## config.mk

```make
export PLATFORM = sky130hd
export DESIGN_NAME = bit_matrix_transitive_closure_top
export DESIGN_NICKNAME = d
export VERILOG_FILES = /design/src/sv/bmtc_pkg.sv /design/src/sv/bmtc_ram.sv /design/src/sv/bmtc_seq.sv /design/src/sv/bit_matrix_transitive_closure_top.sv
export SDC_FILE = /design/constraint.sdc
export NUM_CORES = 1
export LEC_CHECK = 0
export ABC_AREA = 1
export BUFFER_PORTS_ARGS = -buffer_cell sky130_fd_sc_hd__buf_2
export CORE_MARGIN = 1.5
export CORE_UTILIZATION = 50
export CTS_BUF_LIST = sky130_fd_sc_hd__clkbuf_16
export CTS_CLUSTER_DIAMETER = 50
export DETAILED_ROUTE_END_ITERATION = 6
export PLACE_DENSITY = 0.75
export SYNTH_ARGS = -nofsm -noshare
export SYNTH_HDL_FRONTEND = slang
export SYNTH_HIERARCHICAL = 1
export SYNTH_SLANG_ARGS = --single-unit
```

## constraint.sdc

```tcl
create_clock -name clock -period 6.85 [get_ports clock]
set_clock_uncertainty 0.15 [all_clocks]
set_input_delay 0.3425 -clock clock [delete_from_list [all_inputs] [get_ports clock]]
set_output_delay 0.3425 -clock clock [all_outputs]
set_load 0.01 [all_outputs]
```

## src/sv/bmtc_pkg.sv

```systemverilog
package bmtc_pkg;

   localparam int VC_W  = 5;
   localparam int IDX_W = 4;
   localparam int ROW_W = 16;

   typedef enum logic [1:0] {
      MODE_SET    = 2'd0,
      MODE_REMOVE = 2'd1,
      MODE_CLEAR  = 2'd2,
      MODE_CLOSE  = 2'd3
   } mode_type;

   typedef struct packed {
      mode_type               mode;
      logic [IDX_W-1:0]       src;
      logic [IDX_W-1:0]       dst;
   } req_type;

   typedef struct packed {
      logic [ROW_W-1:0]       row_bits;
      logic                   index_error;
   } rsp_type;

   typedef enum logic [3:0] {
      ST_IDLE,
      ST_ERR,
      ST_EDIT_RD,
      ST_EDIT_WR,
      ST_CLEAR,
      ST_PIV_RD,
      ST_PIV_LD,
      ST_ROW,
      ST_DRAIN,
      ST_FIN_RD,
      ST_FIN_OUT
   } step_type;

   typedef enum logic [1:0] {
      RD_NONE,
      RD_SRC,
      RD_K,
      RD_I
   } rd_sel_type;

   typedef enum logic [2:0] {
      RES_NONE,
      RES_ERR,
      RES_ZERO,
      RES_EDIT,
      RES_ROW
   } res_sel_type;

   typedef enum logic [2:0] {
      JC_NEXT,
      JC_GOTO,
      JC_DISPATCH,
      JC_LOOP_I,
      JC_LOOP_K
   } jump_type;

   typedef struct packed {
      logic          take;
      rd_sel_type    rd;
      logic          clr_i;
      logic          inc_i;
      logic          clr_k;
      logic          inc_k;
      logic          ld_pivot;
      logic          wr_edit;
      logic          clr_valid;
      res_sel_type   res;
      jump_type      jc;
      step_type      target;
   } ctrl_word_type;

   typedef struct packed {
      logic          start;
      logic          err;
      mode_type      mode;
      logic          i_last;
      logic          k_last;
      logic          out_free;
   } seq_status_type;

   // Control store: one word per step.
   function automatic ctrl_word_type microcode(input step_type step);
      ctrl_word_type cw;
      cw = '0;
      unique case (step)
         ST_IDLE: begin
            cw.take  = 1'b1;
            cw.clr_k = 1'b1;
            cw.jc    = JC_DISPATCH;
         end
         ST_ERR: begin
            cw.res    = RES_ERR;
            cw.jc     = JC_GOTO;
            cw.target = ST_IDLE;
         end
         ST_EDIT_RD: begin
            cw.rd = RD_SRC;
            cw.jc = JC_NEXT;
         end
         ST_EDIT_WR: begin
            cw.wr_edit = 1'b1;
            cw.res     = RES_EDIT;
            cw.jc      = JC_GOTO;
            cw.target  = ST_IDLE;
         end
         ST_CLEAR: begin
            cw.clr_valid = 1'b1;
            cw.res       = RES_ZERO;
            cw.jc        = JC_GOTO;
            cw.target    = ST_IDLE;
         end
         ST_PIV_RD: begin
            cw.rd    = RD_K;
            cw.clr_i = 1'b1;
            cw.jc    = JC_NEXT;
         end
         ST_PIV_LD: begin
            cw.ld_pivot = 1'b1;
            cw.jc       = JC_NEXT;
         end
         ST_ROW: begin
            cw.rd     = RD_I;
            cw.inc_i  = 1'b1;
            cw.jc     = JC_LOOP_I;
            cw.target = ST_ROW;
         end
         ST_DRAIN: begin
            cw.inc_k  = 1'b1;
            cw.jc     = JC_LOOP_K;
            cw.target = ST_PIV_RD;
         end
         ST_FIN_RD: begin
            cw.rd = RD_SRC;
            cw.jc = JC_NEXT;
         end
         ST_FIN_OUT: begin
            cw.res    = RES_ROW;
            cw.jc     = JC_GOTO;
            cw.target = ST_IDLE;
         end
         default: begin
            cw.jc     = JC_GOTO;
            cw.target = ST_IDLE;
         end
      endcase
      return cw;
   endfunction

endpackage

```

## src/sv/bmtc_ram.sv

```systemverilog
module bmtc_ram #(
   parameter int WIDTH = 16,
   parameter int DEPTH = 16
) (
   input  logic                     clock,
   input  logic                     wr_en,
   input  logic [$clog2(DEPTH)-1:0] wr_addr,
   input  logic [WIDTH-1:0]         wr_data,
   input  logic                     rd_en,
   input  logic [$clog2(DEPTH)-1:0] rd_addr,
   output logic [WIDTH-1:0]         rd_data
);

   logic [WIDTH-1:0] mem_ff [DEPTH];
   logic [WIDTH-1:0] rd_data_ff;

   always_ff @(posedge clock) begin
      if (wr_en) begin
         mem_ff[wr_addr] <= wr_data;
      end
      if (rd_en) begin
         rd_data_ff <= mem_ff[rd_addr];
      end
   end

   assign rd_data = rd_data_ff;

endmodule

```

## src/sv/bmtc_seq.sv

```systemverilog
module bmtc_seq (
   input  logic                     clock,
   input  logic                     reset,
   input  bmtc_pkg::seq_status_type status,
   output bmtc_pkg::ctrl_word_type  cw
);

   import bmtc_pkg::*;

   step_type      step_ff;
   step_type      step_in;
   ctrl_word_type cw_rom;
   logic          hold;

   always_ff @(posedge clock) begin
      if (reset) begin
         step_ff <= ST_IDLE;
      end else begin
         step_ff <= step_in;
      end
   end

   // A step that drives a result waits while the output register holds a result that is stalled.
   always_comb begin
      cw_rom  = microcode(step_ff);
      hold    = (cw_rom.res != RES_NONE) && !status.out_free;
      step_in = step_ff;
      cw      = cw_rom;
      if (hold) begin
         cw.wr_edit   = 1'b0;
         cw.clr_valid = 1'b0;
         cw.res       = RES_NONE;
      end else begin
         unique case (cw_rom.jc)
            JC_NEXT:  step_in = step_type'(step_ff + 4'd1);
            JC_GOTO:  step_in = cw_rom.target;
            JC_DISPATCH: begin
               if (status.start) begin
                  if (status.err) begin
                     step_in = ST_ERR;
                  end else begin
                     unique case (status.mode)
                        MODE_SET, MODE_REMOVE: step_in = ST_EDIT_RD;
                        MODE_CLEAR:            step_in = ST_CLEAR;
                        MODE_CLOSE:            step_in = ST_PIV_RD;
                        default:               step_in = ST_IDLE;
                     endcase
                  end
               end
            end
            JC_LOOP_I: step_in = status.i_last ? step_type'(step_ff + 4'd1) : cw_rom.target;
            JC_LOOP_K: step_in = status.k_last ? step_type'(step_ff + 4'd1) : cw_rom.target;
            default:   step_in = ST_IDLE;
         endcase
      end
   end

endmodule

```

## src/sv/bit_matrix_transitive_closure_top.sv

```systemverilog
// An index error goes to the error step and a clear to the clear step; an edge set or
// remove reads the source row, then writes it; a closure, for each pivot k below the
// effective vertex count n, loads row k and sweeps all n rows, then reads the source row.
// A new beat is taken in the idle step that follows each result; a waiting result does
// not block the next beat, only that beat's own result.
// Synchronous active-high reset empties the matrix and sets the vertex count to 16.
module bit_matrix_transitive_closure_top #(
   parameter int MAX_VERTICES = 16
) (
   input  logic                            clock,
   input  logic                            reset,
   input  logic                            req_valid,
   output logic                            req_stall,
   input  bmtc_pkg::req_type               req_payload,
   output logic                            rsp_valid,
   input  logic                            rsp_stall,
   output bmtc_pkg::rsp_type               rsp_payload,
   input  logic                            csr_wr_en,
   input  logic [bmtc_pkg::VC_W-1:0]       csr_wr_data
);

   import bmtc_pkg::*;

   localparam int RowW = MAX_VERTICES;
   localparam int IdxW = $clog2(MAX_VERTICES);

   // Effective vertex count: zero reads as one, values above the matrix size saturate.
   function automatic logic [VC_W-1:0] eff_count(input logic [VC_W-1:0] v);
      if (v == '0) begin
         return VC_W'(1);
      end
      if (int'(v) > MAX_VERTICES) begin
         return VC_W'(MAX_VERTICES);
      end
      return v;
   endfunction

   // Control and configuration registers.
   logic [VC_W-1:0]         n_ff;
   logic [IdxW-1:0]         i_ff, i_in;
   logic [IdxW-1:0]         k_ff, k_in;
   logic                    pend_ff;
   logic [IdxW-1:0]         pend_addr_ff;
   logic [MAX_VERTICES-1:0] row_valid_ff, row_valid_in;
   logic                    rd_valid_ff;
   logic                    rsp_valid_ff, rsp_valid_in;

   // Payload registers.
   req_type                 item_ff;
   logic [RowW-1:0]         pivot_ff;
   rsp_type                 rsp_ff, rsp_in;

   ctrl_word_type           cw;
   seq_status_type          status;

   logic                    accept;
   logic                    req_err;
   logic [RowW-1:0]         cols;
   logic                    rd_en;
   logic [IdxW-1:0]         rd_addr;
   logic [RowW-1:0]         ram_rd_data;
   logic [RowW-1:0]         row_rd;
   logic [RowW-1:0]         edit_mask;
   logic [RowW-1:0]         edit_row;
   logic [IdxW-1:0]         src_addr;
   logic                    wb_en;
   logic                    wr_en;
   logic [IdxW-1:0]         wr_addr;
   logic [RowW-1:0]         wr_data;

   // A beat is taken only in the idle step; reset blocks it so nothing slips in.
   assign req_stall = reset || !cw.take;
   assign accept    = req_valid && !req_stall;

   assign req_err = (VC_W'(req_payload.src) >= n_ff) || (VC_W'(req_payload.dst) >= n_ff);

   always_comb begin
      for (int j = 0; j < RowW; j++) begin
         cols[j] = (j < int'(n_ff));
      end
   end

   assign status.start    = accept;
   assign status.err      = req_err;
   assign status.mode     = req_payload.mode;
   assign status.i_last   = (int'(i_ff) == int'(n_ff) - 1);
   assign status.k_last   = (int'(k_ff) == int'(n_ff) - 1);
   assign status.out_free = !rsp_valid_ff || !rsp_stall;

   bmtc_seq u_seq (
      .clock  (clock),
      .reset  (reset),
      .status (status),
      .cw     (cw)
   );

   // Read address selection for the single read port.
   assign src_addr = IdxW'(item_ff.src);

   always_comb begin
      rd_en   = 1'b1;
      rd_addr = src_addr;
      unique case (cw.rd)
         RD_NONE: rd_en   = 1'b0;
         RD_SRC:  rd_addr = src_addr;
         RD_K:    rd_addr = k_ff;
         RD_I:    rd_addr = i_ff;
         default: rd_en   = 1'b0;
      endcase
   end

   // Rows that were never written since reset or the last clear read as zero.
   assign row_rd = rd_valid_ff ? ram_rd_data : '0;

   // Edge edit on the row just read.
   assign edit_mask = RowW'(1) << item_ff.dst;
   assign edit_row  = (item_ff.mode == MODE_SET) ? (row_rd | edit_mask) : (row_rd & ~edit_mask);

   // Closure write-back: the row read last cycle absorbs the pivot row when it reaches
   // the pivot vertex. Rows are read one per cycle, so writes never meet a read of the
   // same row.
   assign wb_en = pend_ff && row_rd[k_ff];

   always_comb begin
      wr_en   = 1'b0;
      wr_addr = pend_addr_ff;
      wr_data = row_rd | pivot_ff;
      if (cw.wr_edit) begin
         wr_en   = 1'b1;
         wr_addr = src_addr;
         wr_data = edit_row;
      end else if (wb_en) begin
         wr_en = 1'b1;
      end
   end

   bmtc_ram #(
      .WIDTH (RowW),
      .DEPTH (MAX_VERTICES)
   ) u_ram (
      .clock   (clock),
      .wr_en   (wr_en),
      .wr_addr (wr_addr),
      .wr_data (wr_data),
      .rd_en   (rd_en),
      .rd_addr (rd_addr),
      .rd_data (ram_rd_data)
   );

   // Counters and row valid bits.
   always_comb begin
      i_in = i_ff;
      if (cw.clr_i) begin
         i_in = '0;
      end else if (cw.inc_i) begin
         i_in = i_ff + IdxW'(1);
      end
      k_in = k_ff;
      if (cw.clr_k) begin
         k_in = '0;
      end else if (cw.inc_k) begin
         k_in = k_ff + IdxW'(1);
      end
      row_valid_in = row_valid_ff;
      if (cw.clr_valid) begin
         row_valid_in = '0;
      end else if (wr_en) begin
         row_valid_in[wr_addr] = 1'b1;
      end
   end

   // Result selection into the output register.
   always_comb begin
      rsp_in       = rsp_ff;
      rsp_valid_in = rsp_valid_ff && rsp_stall;
      unique case (cw.res)
         RES_NONE: begin
         end
         RES_ERR: begin
            rsp_valid_in        = 1'b1;
            rsp_in.row_bits     = '0;
            rsp_in.index_error  = 1'b1;
         end
         RES_ZERO: begin
            rsp_valid_in        = 1'b1;
            rsp_in.row_bits     = '0;
            rsp_in.index_error  = 1'b0;
         end
         RES_EDIT: begin
            rsp_valid_in        = 1'b1;
            rsp_in.row_bits     = ROW_W'(edit_row & cols);
            rsp_in.index_error  = 1'b0;
         end
         RES_ROW: begin
            rsp_valid_in        = 1'b1;
            rsp_in.row_bits     = ROW_W'(row_rd & cols);
            rsp_in.index_error  = 1'b0;
         end
         default: begin
         end
      endcase
   end

   always_ff @(posedge clock) begin
      if (reset) begin
         n_ff         <= eff_count(VC_W'(16));
         i_ff         <= '0;
         k_ff         <= '0;
         pend_ff      <= 1'b0;
         row_valid_ff <= '0;
         rd_valid_ff  <= 1'b0;
         rsp_valid_ff <= 1'b0;
      end else begin
         if (csr_wr_en) begin
            n_ff <= eff_count(csr_wr_data);
         end
         i_ff         <= i_in;
         k_ff         <= k_in;
         pend_ff      <= (cw.rd == RD_I);
         row_valid_ff <= row_valid_in;
         if (rd_en) begin
            rd_valid_ff <= row_valid_ff[rd_addr];
         end
         rsp_valid_ff <= rsp_valid_in;
      end
   end

   always_ff @(posedge clock) begin
      if (accept) begin
         item_ff <= req_payload;
      end
      if (cw.rd == RD_I) begin
         pend_addr_ff <= i_ff;
      end
      // The pivot row is masked to the columns in use before it spreads.
      if (cw.ld_pivot) begin
         pivot_ff <= row_rd & cols;
      end
      rsp_ff <= rsp_in;
   end

   assign rsp_valid   = rsp_valid_ff;
   assign rsp_payload = rsp_ff;

endmodule
```

==> key figures, run 1 <==
Critical path
  – Family with the most delay on the worst path: simple AND/OR/NAND/NOR gates
  – RR Startpoint: u_seq/step_ff[0]$_SDFFE_PP0P_
  – Crit-path max cell delay: 0.81 ns
  – Stages on worst setup path: 14
  – Crit-path slowest cell: nor2_2
  – Critical setup path kind: flop to flop
  – Crit path cell chain: inv_1 > ha_1 > nand3_2 > nand2_2 > o21ai_1 > nand3_1 > inv_1 > buf_4 > inv_1 > or2_1 > o21ai_0 > inv_1 > nand3b_1 > nor2_2
  – Worst Setup Start Kind: flop
  – Worst reg2reg setup slack: 2.37 ns
  – CP Data Arrival Time: roughly 4.5 ns
  – CP most frequent cell: inv_1
  – Crit. End Element: flop
  – Worst Path Required: roughly 6.8 ns
  – Reg-to-reg endpoint: u_ram/mem_ff[9][0]$_DFFE_PP_
  – Critical path buffers and inverters: 5
  – Worst r2r path cells: 14
  – Crit Path Max Fanout: 28

Yosys
  – Synth warn: 6
  – Net Count, Synth: 1,817
  – Mapped Area: 0.0169 mm2
  – Synth Instances: 1,781
  – Mean Syn Cell Area: between 9 and 10 um2

STA
  – RSZ-0062 raised after global routing: no
  – Max Slew Vio Count: 0
  – Setup_tns: 0 ns
  – Final hold slack: around 0.038 ns
  – Actual slew at the worst max-slew pin: 1.20 ns
  – Post-route minimum period: between 4 and 5 ns
  – Slew headroom: between 10% and 20%
  – Fmax: ~0.22 GHz
  – # setup viols final: 0
  – Final setup margin: 2.37 ns
  – Tcrit/Tclk final: between 60% and 70%
  – Final Hold Fails: 0

Floorplanning
  – Starting Density: about half
  – I/O pins: 39
  – Die width: 187 um
  – Die footprint: between 0.03 and 0.04 mm2
  – Die height: between 150 and 200 um
  – Std cell rows: between 60 and 70
  – Core Box Area: 0.0334 mm2

Min path
  – Hold path cells: 2
  – Hold Crit Class: input port to flop
  – Hold Crit Start: reset
  – Endpoint of the worst hold path: n_ff[0]$_SDFFE_PP0P_

Detailed routing
  – DR DRC count: 0
  – Met3 Routed Length: ~4400 um
  – Final WL: 44,200 um
  – Top Metal Used: met4
  – Final ANT Viol Nets: 0
  – Iter 0 DRT Violations: between 1,500 and 2,000
  – Vias/cell: approximately 5.6
  – 1st-pass router iterations: 6
  – Via count: about 13,000
  – WL/cell: between 15 and 20 um
  – Met1 WL: around 18,000 um
  – Metal2 WL: about 20,000 um

GRT
  – GRT Residual Overflow: 0
  – Vias in the first global route: 11,924
  – GR Util All Layers: approximately a quarter
  – First-pass GRT wire length: about 68,000 um
  – Antenna violations before repair: 2
  – Pin count of the biggest net entering global routing: between 100 and 150

Clock network
  – Post-CTS Hold Buffers: 23
  – Clock slew at reported path FFs: ~0.06 ns
  – Setup Fix Bufs, Post-CTS: 0
  – Clk sinks: approximately 360
  – Clk buf depth: 3
  – Clock Latency Late Sink: between 0.5 and 0.6 ns
  – Post-cts resize count: 0
  – Num CTS Buffers: 38
  – CTS Root Buffer Type: clkbuf_16
  – # H-tree levels: 2
  – CTS tree: done

Placement
  – PortBufs: 38
  – Routability cong.: around 0.88
  – Placed cell areas: between 0.015 and 0.02 mm2
  – DP Worst Slack: 2.44 ns
  – HPWL after DPL: about 28,000 um

Cells and area
  – Register area: 0.0103 mm2
  – Final Cell Area: roughly 0.019 mm2
  – Antenna diodes: 0
  – FILL cells: 2,767
  – Final #Nets: ~1,900
  – Area added between synthesis and finish: 11.4%
  – Layout cell share with drive strength beyond 1: between 10 and 15%
  – Multi-input logic area: 0.00513 mm2

Status
  – Status: finished, final reports clean

Power
  – Leakage power: about 8 nW
  – Overall power: 6.53 mW
  – Peak VDD IR: approximately 0.00020 V
  – PwrDens: 347 mW/mm2

Flow run
  – Max Cap Viol: 0
[stage by stage]
step	instances	utilization (%)
floorplan	1781	-
CTS	2303	56.3
global route	2303	56.3
global placement	2215	52.2
finish	2303	56.3
detailed placement	2215	52.2
[sequential cells by signal, indices dropped and copies added, names as in the netlist, 4 cells and up]
| register | flops |
|---|---|
| item_ff | 6 |
| k_ff | 4 |
| row_valid_ff | 16 |
| i_ff | 4 |
| src_addr | 4 |
| pivot_ff | 16 |
| u_ram/rd_data | 16 |
| n_ff | 5 |
| pend_addr_ff | 4 |
| u_ram/mem_ff | 256 |
| rsp_payload | 17 |
| u_seq/step_ff | 4 |
[power by group]
group / switching [mW] / internal [mW]
registers: 0.0999 / 2.67
logic: 1.36 / 0.471
clock network: 0.825 / 1.10
[placed cells by master (no fill, tap or decap), types with 17 or more instances in the layout]
cell	count
nand2_1	480
edfxtp_1	319
inv_1	297
nand3_1	233
nor2_1	103
clkbuf_16	39
buf_2	38
dfxtp_1	36
a21oi_1	35
o21ai_0	30
dlygate4sd3_1	23
buf_4	21
nand2_2	17
[worst max-delay path by stage]
stage / from / endpoint / slack (ns)
global route: u_seq/step_ff[2]$_SDFFE_PP0P_ / u_ram/rd_data[6]$_DFFE_PP_ / 2.06
finish: u_seq/step_ff[0]$_SDFFE_PP0P_ / u_ram/mem_ff[9][0]$_DFFE_PP_ / 2.37
CTS: u_seq/step_ff[0]$_SDFFE_PP0P_ / u_ram/mem_ff[6][3]$_DFFE_PP_ / 2.39
global placement: u_seq/step_ff[0]$_SDFFE_PP0P_ / u_ram/mem_ff[6][7]$_DFFE_PP_ / 2.46
floorplan: u_seq/step_ff[0]$_SDFFE_PP0P_ / u_ram/mem_ff[4][0]$_DFFE_PP_ / 3.47
detailed placement: u_seq/step_ff[0]$_SDFFE_PP0P_ / u_ram/mem_ff[6][5]$_DFFE_PP_ / 2.44
[cell type report]
cell class              count  share of cell area, %
multi-input cells        1057                   27.2
inverters                 296                   5.91
clock inverters            26                  0.924
repair buffers             82                   3.07
flip-flops and latches    355                   54.7
well taps                 448                   2.98
clock buffers              39                   5.18
[per-layer routing]
layer / track usage [%] / up-vias
li1: - / 5915
met1: 33.9 / 6062
met4: 9.74 / 0
met2: 40.3 / 709
met5: 0 / -
met3: 5.07 / 104
[worst reg2reg max path, stage by stage (launching register included)]
cell      delay [ns]
dfxtp_1         0.40
inv_1           0.13
ha_1            0.30
nand3_2         0.13
nand2_2         0.08
o21ai_1         0.18
nand3_1         0.09
inv_1           0.07
buf_4           0.33
inv_1           0.38
or2_1           0.32
o21ai_0         0.17
inv_1           0.21
nand3b_1        0.35
nor2_2          0.81
Note: power is estimated with default switching activity, not from simulation.
==> run 2: changes to the inputs <==
ABC_AREA = 0   (was 1)
clock period = 4.4 ns   (was 6.85 ns; I/O delays follow)
==> run 2 against run 1 <==
Global-route usage down 1.7 points. Synthesized cell count down 43%. Hold slack better by 0.047 ns. Combinational power up 15%. First-iteration DRC count down 36%. Routed wire length down 18%. Die area down 8.2%. Worst setup slack worse by 1.9 ns. Non-clock buffer count up 34. Count of clock-buffer cells in the layout up 1. Critical path depth down 3. Register-to-register slack worse by 1.9 ns. Critical endpoint is now u_ram/rd_data[8]$_DFFE_PP_.
==> key figures, run 2 <==
Status
  – Status: finished, final reports clean

Critical path
  – Reg-to-reg endpoint: u_ram/rd_data[8]$_DFFE_PP_
  – Crit Path Max Fanout: 39
  – Critical setup path kind: flop to flop
  – RR Startpoint: u_seq/step_ff[1]$_SDFFE_PP0P_
  – Worst Path Required: between 4 and 5 ns
  – CP Data Arrival Time: 4.10 ns
  – Worst reg2reg setup slack: 0.43 ns
  – Crit. End Element: flop
  – Worst Setup Start Kind: flop
  – Worst r2r path cells: 11

Clock network
  – CTS Root Buffer Type: clkbuf_16
  – Post-cts resize count: 0
  – Clock slew at reported path FFs: 0.07 ns
  – Clk buf depth: 3
  – Post-CTS Hold Buffers: 27
  – Clock Latency Late Sink: roughly 0.54 ns
  – Setup Fix Bufs, Post-CTS: 0
  – Clk sinks: approximately 360
  – CTS tree: done
  – Num CTS Buffers: 40
  – # H-tree levels: 2

Floorplanning
  – Starting Density: 50.7%
  – Std cell rows: 64
  – Core Box Area: approximately 0.031 mm2
  – Die width: 179 um
  – Die footprint: between 0.03 and 0.04 mm2
  – I/O pins: 39
  – Die height: between 150 and 200 um

GRT
  – Antenna violations before repair: 0
  – Vias in the first global route: slightly above 9,000
  – GR Util All Layers: a little under a quarter
  – GRT Residual Overflow: 0
  – Pin count of the biggest net entering global routing: 43
  – First-pass GRT wire length: roughly 56,000 um

Cells and area
  – Multi-input logic area: just under 0.005 mm2
  – Post-route insts no fill: 1,535
  – FILL cells: about 2,300
  – Register area: between 0.01 and 0.015 mm2
  – Final #Nets: approximately 1,100
  – Area added between synthesis and finish: 15.4%
  – Largest Register: u_ram/mem_ff
  – Most frequent cells in the layout: 319 x edfxtp_1, 83 x nor2_1, 69 x nand2_1
  – Antenna diodes: 0
  – Max reg flops: between 200 and 300
  – Commonest non-fill, non-tap cell in the layout: edfxtp_1
  – Layout cell share with drive strength beyond 1: between 20% and 30%

Yosys
  – Mapped Area: about 0.015 mm2
  – Synth warn: 6
  – Mean Syn Cell Area: about 15 um2
  – Net Count, Synth: 1,047
  – Synth Instances: 1,011

Detailed routing
  – DR DRC count: 0
  – WL/cell: 23.6 um
  – Vias/cell: 6.15
  – Final ANT Viol Nets: 0
  – Final WL: 36,300 um
  – Via count: 9,434
  – Iter 0 DRT Violations: approximately 1,100
  – 1st-pass router iterations: 6

Min path
  – Hold Crit Class: input port to flop
  – Endpoint of the worst hold path: src_addr[1]$_DFFE_PP_
  – Hold path cells: 4
  – Hold Crit Start: req_valid

Power
  – Leakage power: 6.07 nW
  – Gate power share: a little over a fifth
  – Peak VDD IR: around 0.00031 V
  – PwrDens: approximately 540 mW/mm2
  – Clock network power share: 33.9%
  – Internal power: 6.80 mW
  – Overall power: ~9.7 mW
  – Sw power: approximately 2.9 mW
  – Sw Share: between 20% and 30%
  – Sequential share of power: ~44%

STA
  – Actual slew at the worst max-slew pin: ~1.2 ns
  – RSZ-0062 raised after global routing: no
  – Fmax: 0.252 GHz
  – Slew headroom: 21.2%
  – # setup viols final: 0
  – Setup_tns: 0 ns
  – Final Hold Fails: 0
  – Post-route minimum period: roughly 4.0 ns
  – Max Slew Vio Count: 0
  – Tcrit/Tclk final: 90.2%

Placement
  – Routability cong.: approximately 0.87
  – HPWL after DPL: roughly 22,000 um
  – Placed Cells: 1,436
  – PortBufs: 38

Flow run
  – Max Cap Viol: 0
==> run 2: final cells by class <==
class | count | area share (%)
Sequential cell | 355 | 57.6
Multi-Input combinational cell | 573 | 26.9
Clock buffer | 40 | 5.60
Timing Repair Buffer | 116 | 4.99
Tap cell | 396 | 2.77
Clock inverter | 32 | 1.70
Inverter | 23 | 0.504
==> run 2: per-stage QoR <==
step	cell area (um2)	setup WS, ns	utilization, %	hold slack (ns)
6_report	17900	0.433	58.5	0.0841
5_1_grt	17900	0.206	58.5	0.102
2_1_floorplan	15500	0.467	-	0.139
3_5_place_dp	16300	0.427	53.3	0.269
4_1_cts	17900	0.353	58.5	0.0783
3_3_place_gp	16300	0.558	53.3	0.269
==> run 2: how the worst max path moves through the flow <==
stage,start,to,cells past startpoint
after floorplan,k_ff[1]$_SDFFE_PP0P_,u_ram/mem_ff[0][0]$_DFFE_PP_,9
final,u_seq/step_ff[1]$_SDFFE_PP0P_,u_ram/rd_data[8]$_DFFE_PP_,11
after detailed placement,u_seq/step_ff[1]$_SDFFE_PP0P_,u_ram/rd_data[4]$_DFFE_PP_,11
after global placement,u_seq/step_ff[1]$_SDFFE_PP0P_,u_ram/rd_data[4]$_DFFE_PP_,11
after CTS,u_seq/step_ff[1]$_SDFFE_PP0P_,u_ram/rd_data[8]$_DFFE_PP_,11
after global routing,u_seq/step_ff[1]$_SDFFE_PP0P_,u_ram/rd_data[6]$_DFFE_PP_,11
==> run 2: metal layers <==
metal	track usage, %	share of wire [%]	up-vias
li1	-	-	4153
met1	32.2	41	4674
met2	38.2	48	522
met3	4.03	8.9	85
met4	7.22	2.7	0
met5	0	0	-
==> run 2: power groups by stage <==
stage	sequential [mW]	clock, mW	combinational (mW)
after floorplan	4.30	0	1.49
after global placement	4.34	0	2.00
after detailed placement	4.35	0	2.06
after CTS	4.28	3.32	2.10
after global routing	4.30	3.47	2.30
final	4.29	3.28	2.11
==> run 2: worst max-delay path: stages (launching register included) <==
cell and delay, ns:
dfxtp_1 0.41, inv_1 0.10, ha_1 0.30, and2_1 0.24
or2_1 0.35, and2b_2 0.31, a21oi_4 0.05, inv_4 0.56
buf_12 0.28, mux4_2 0.55, a22oi_1 0.26, nand2_1 0.11
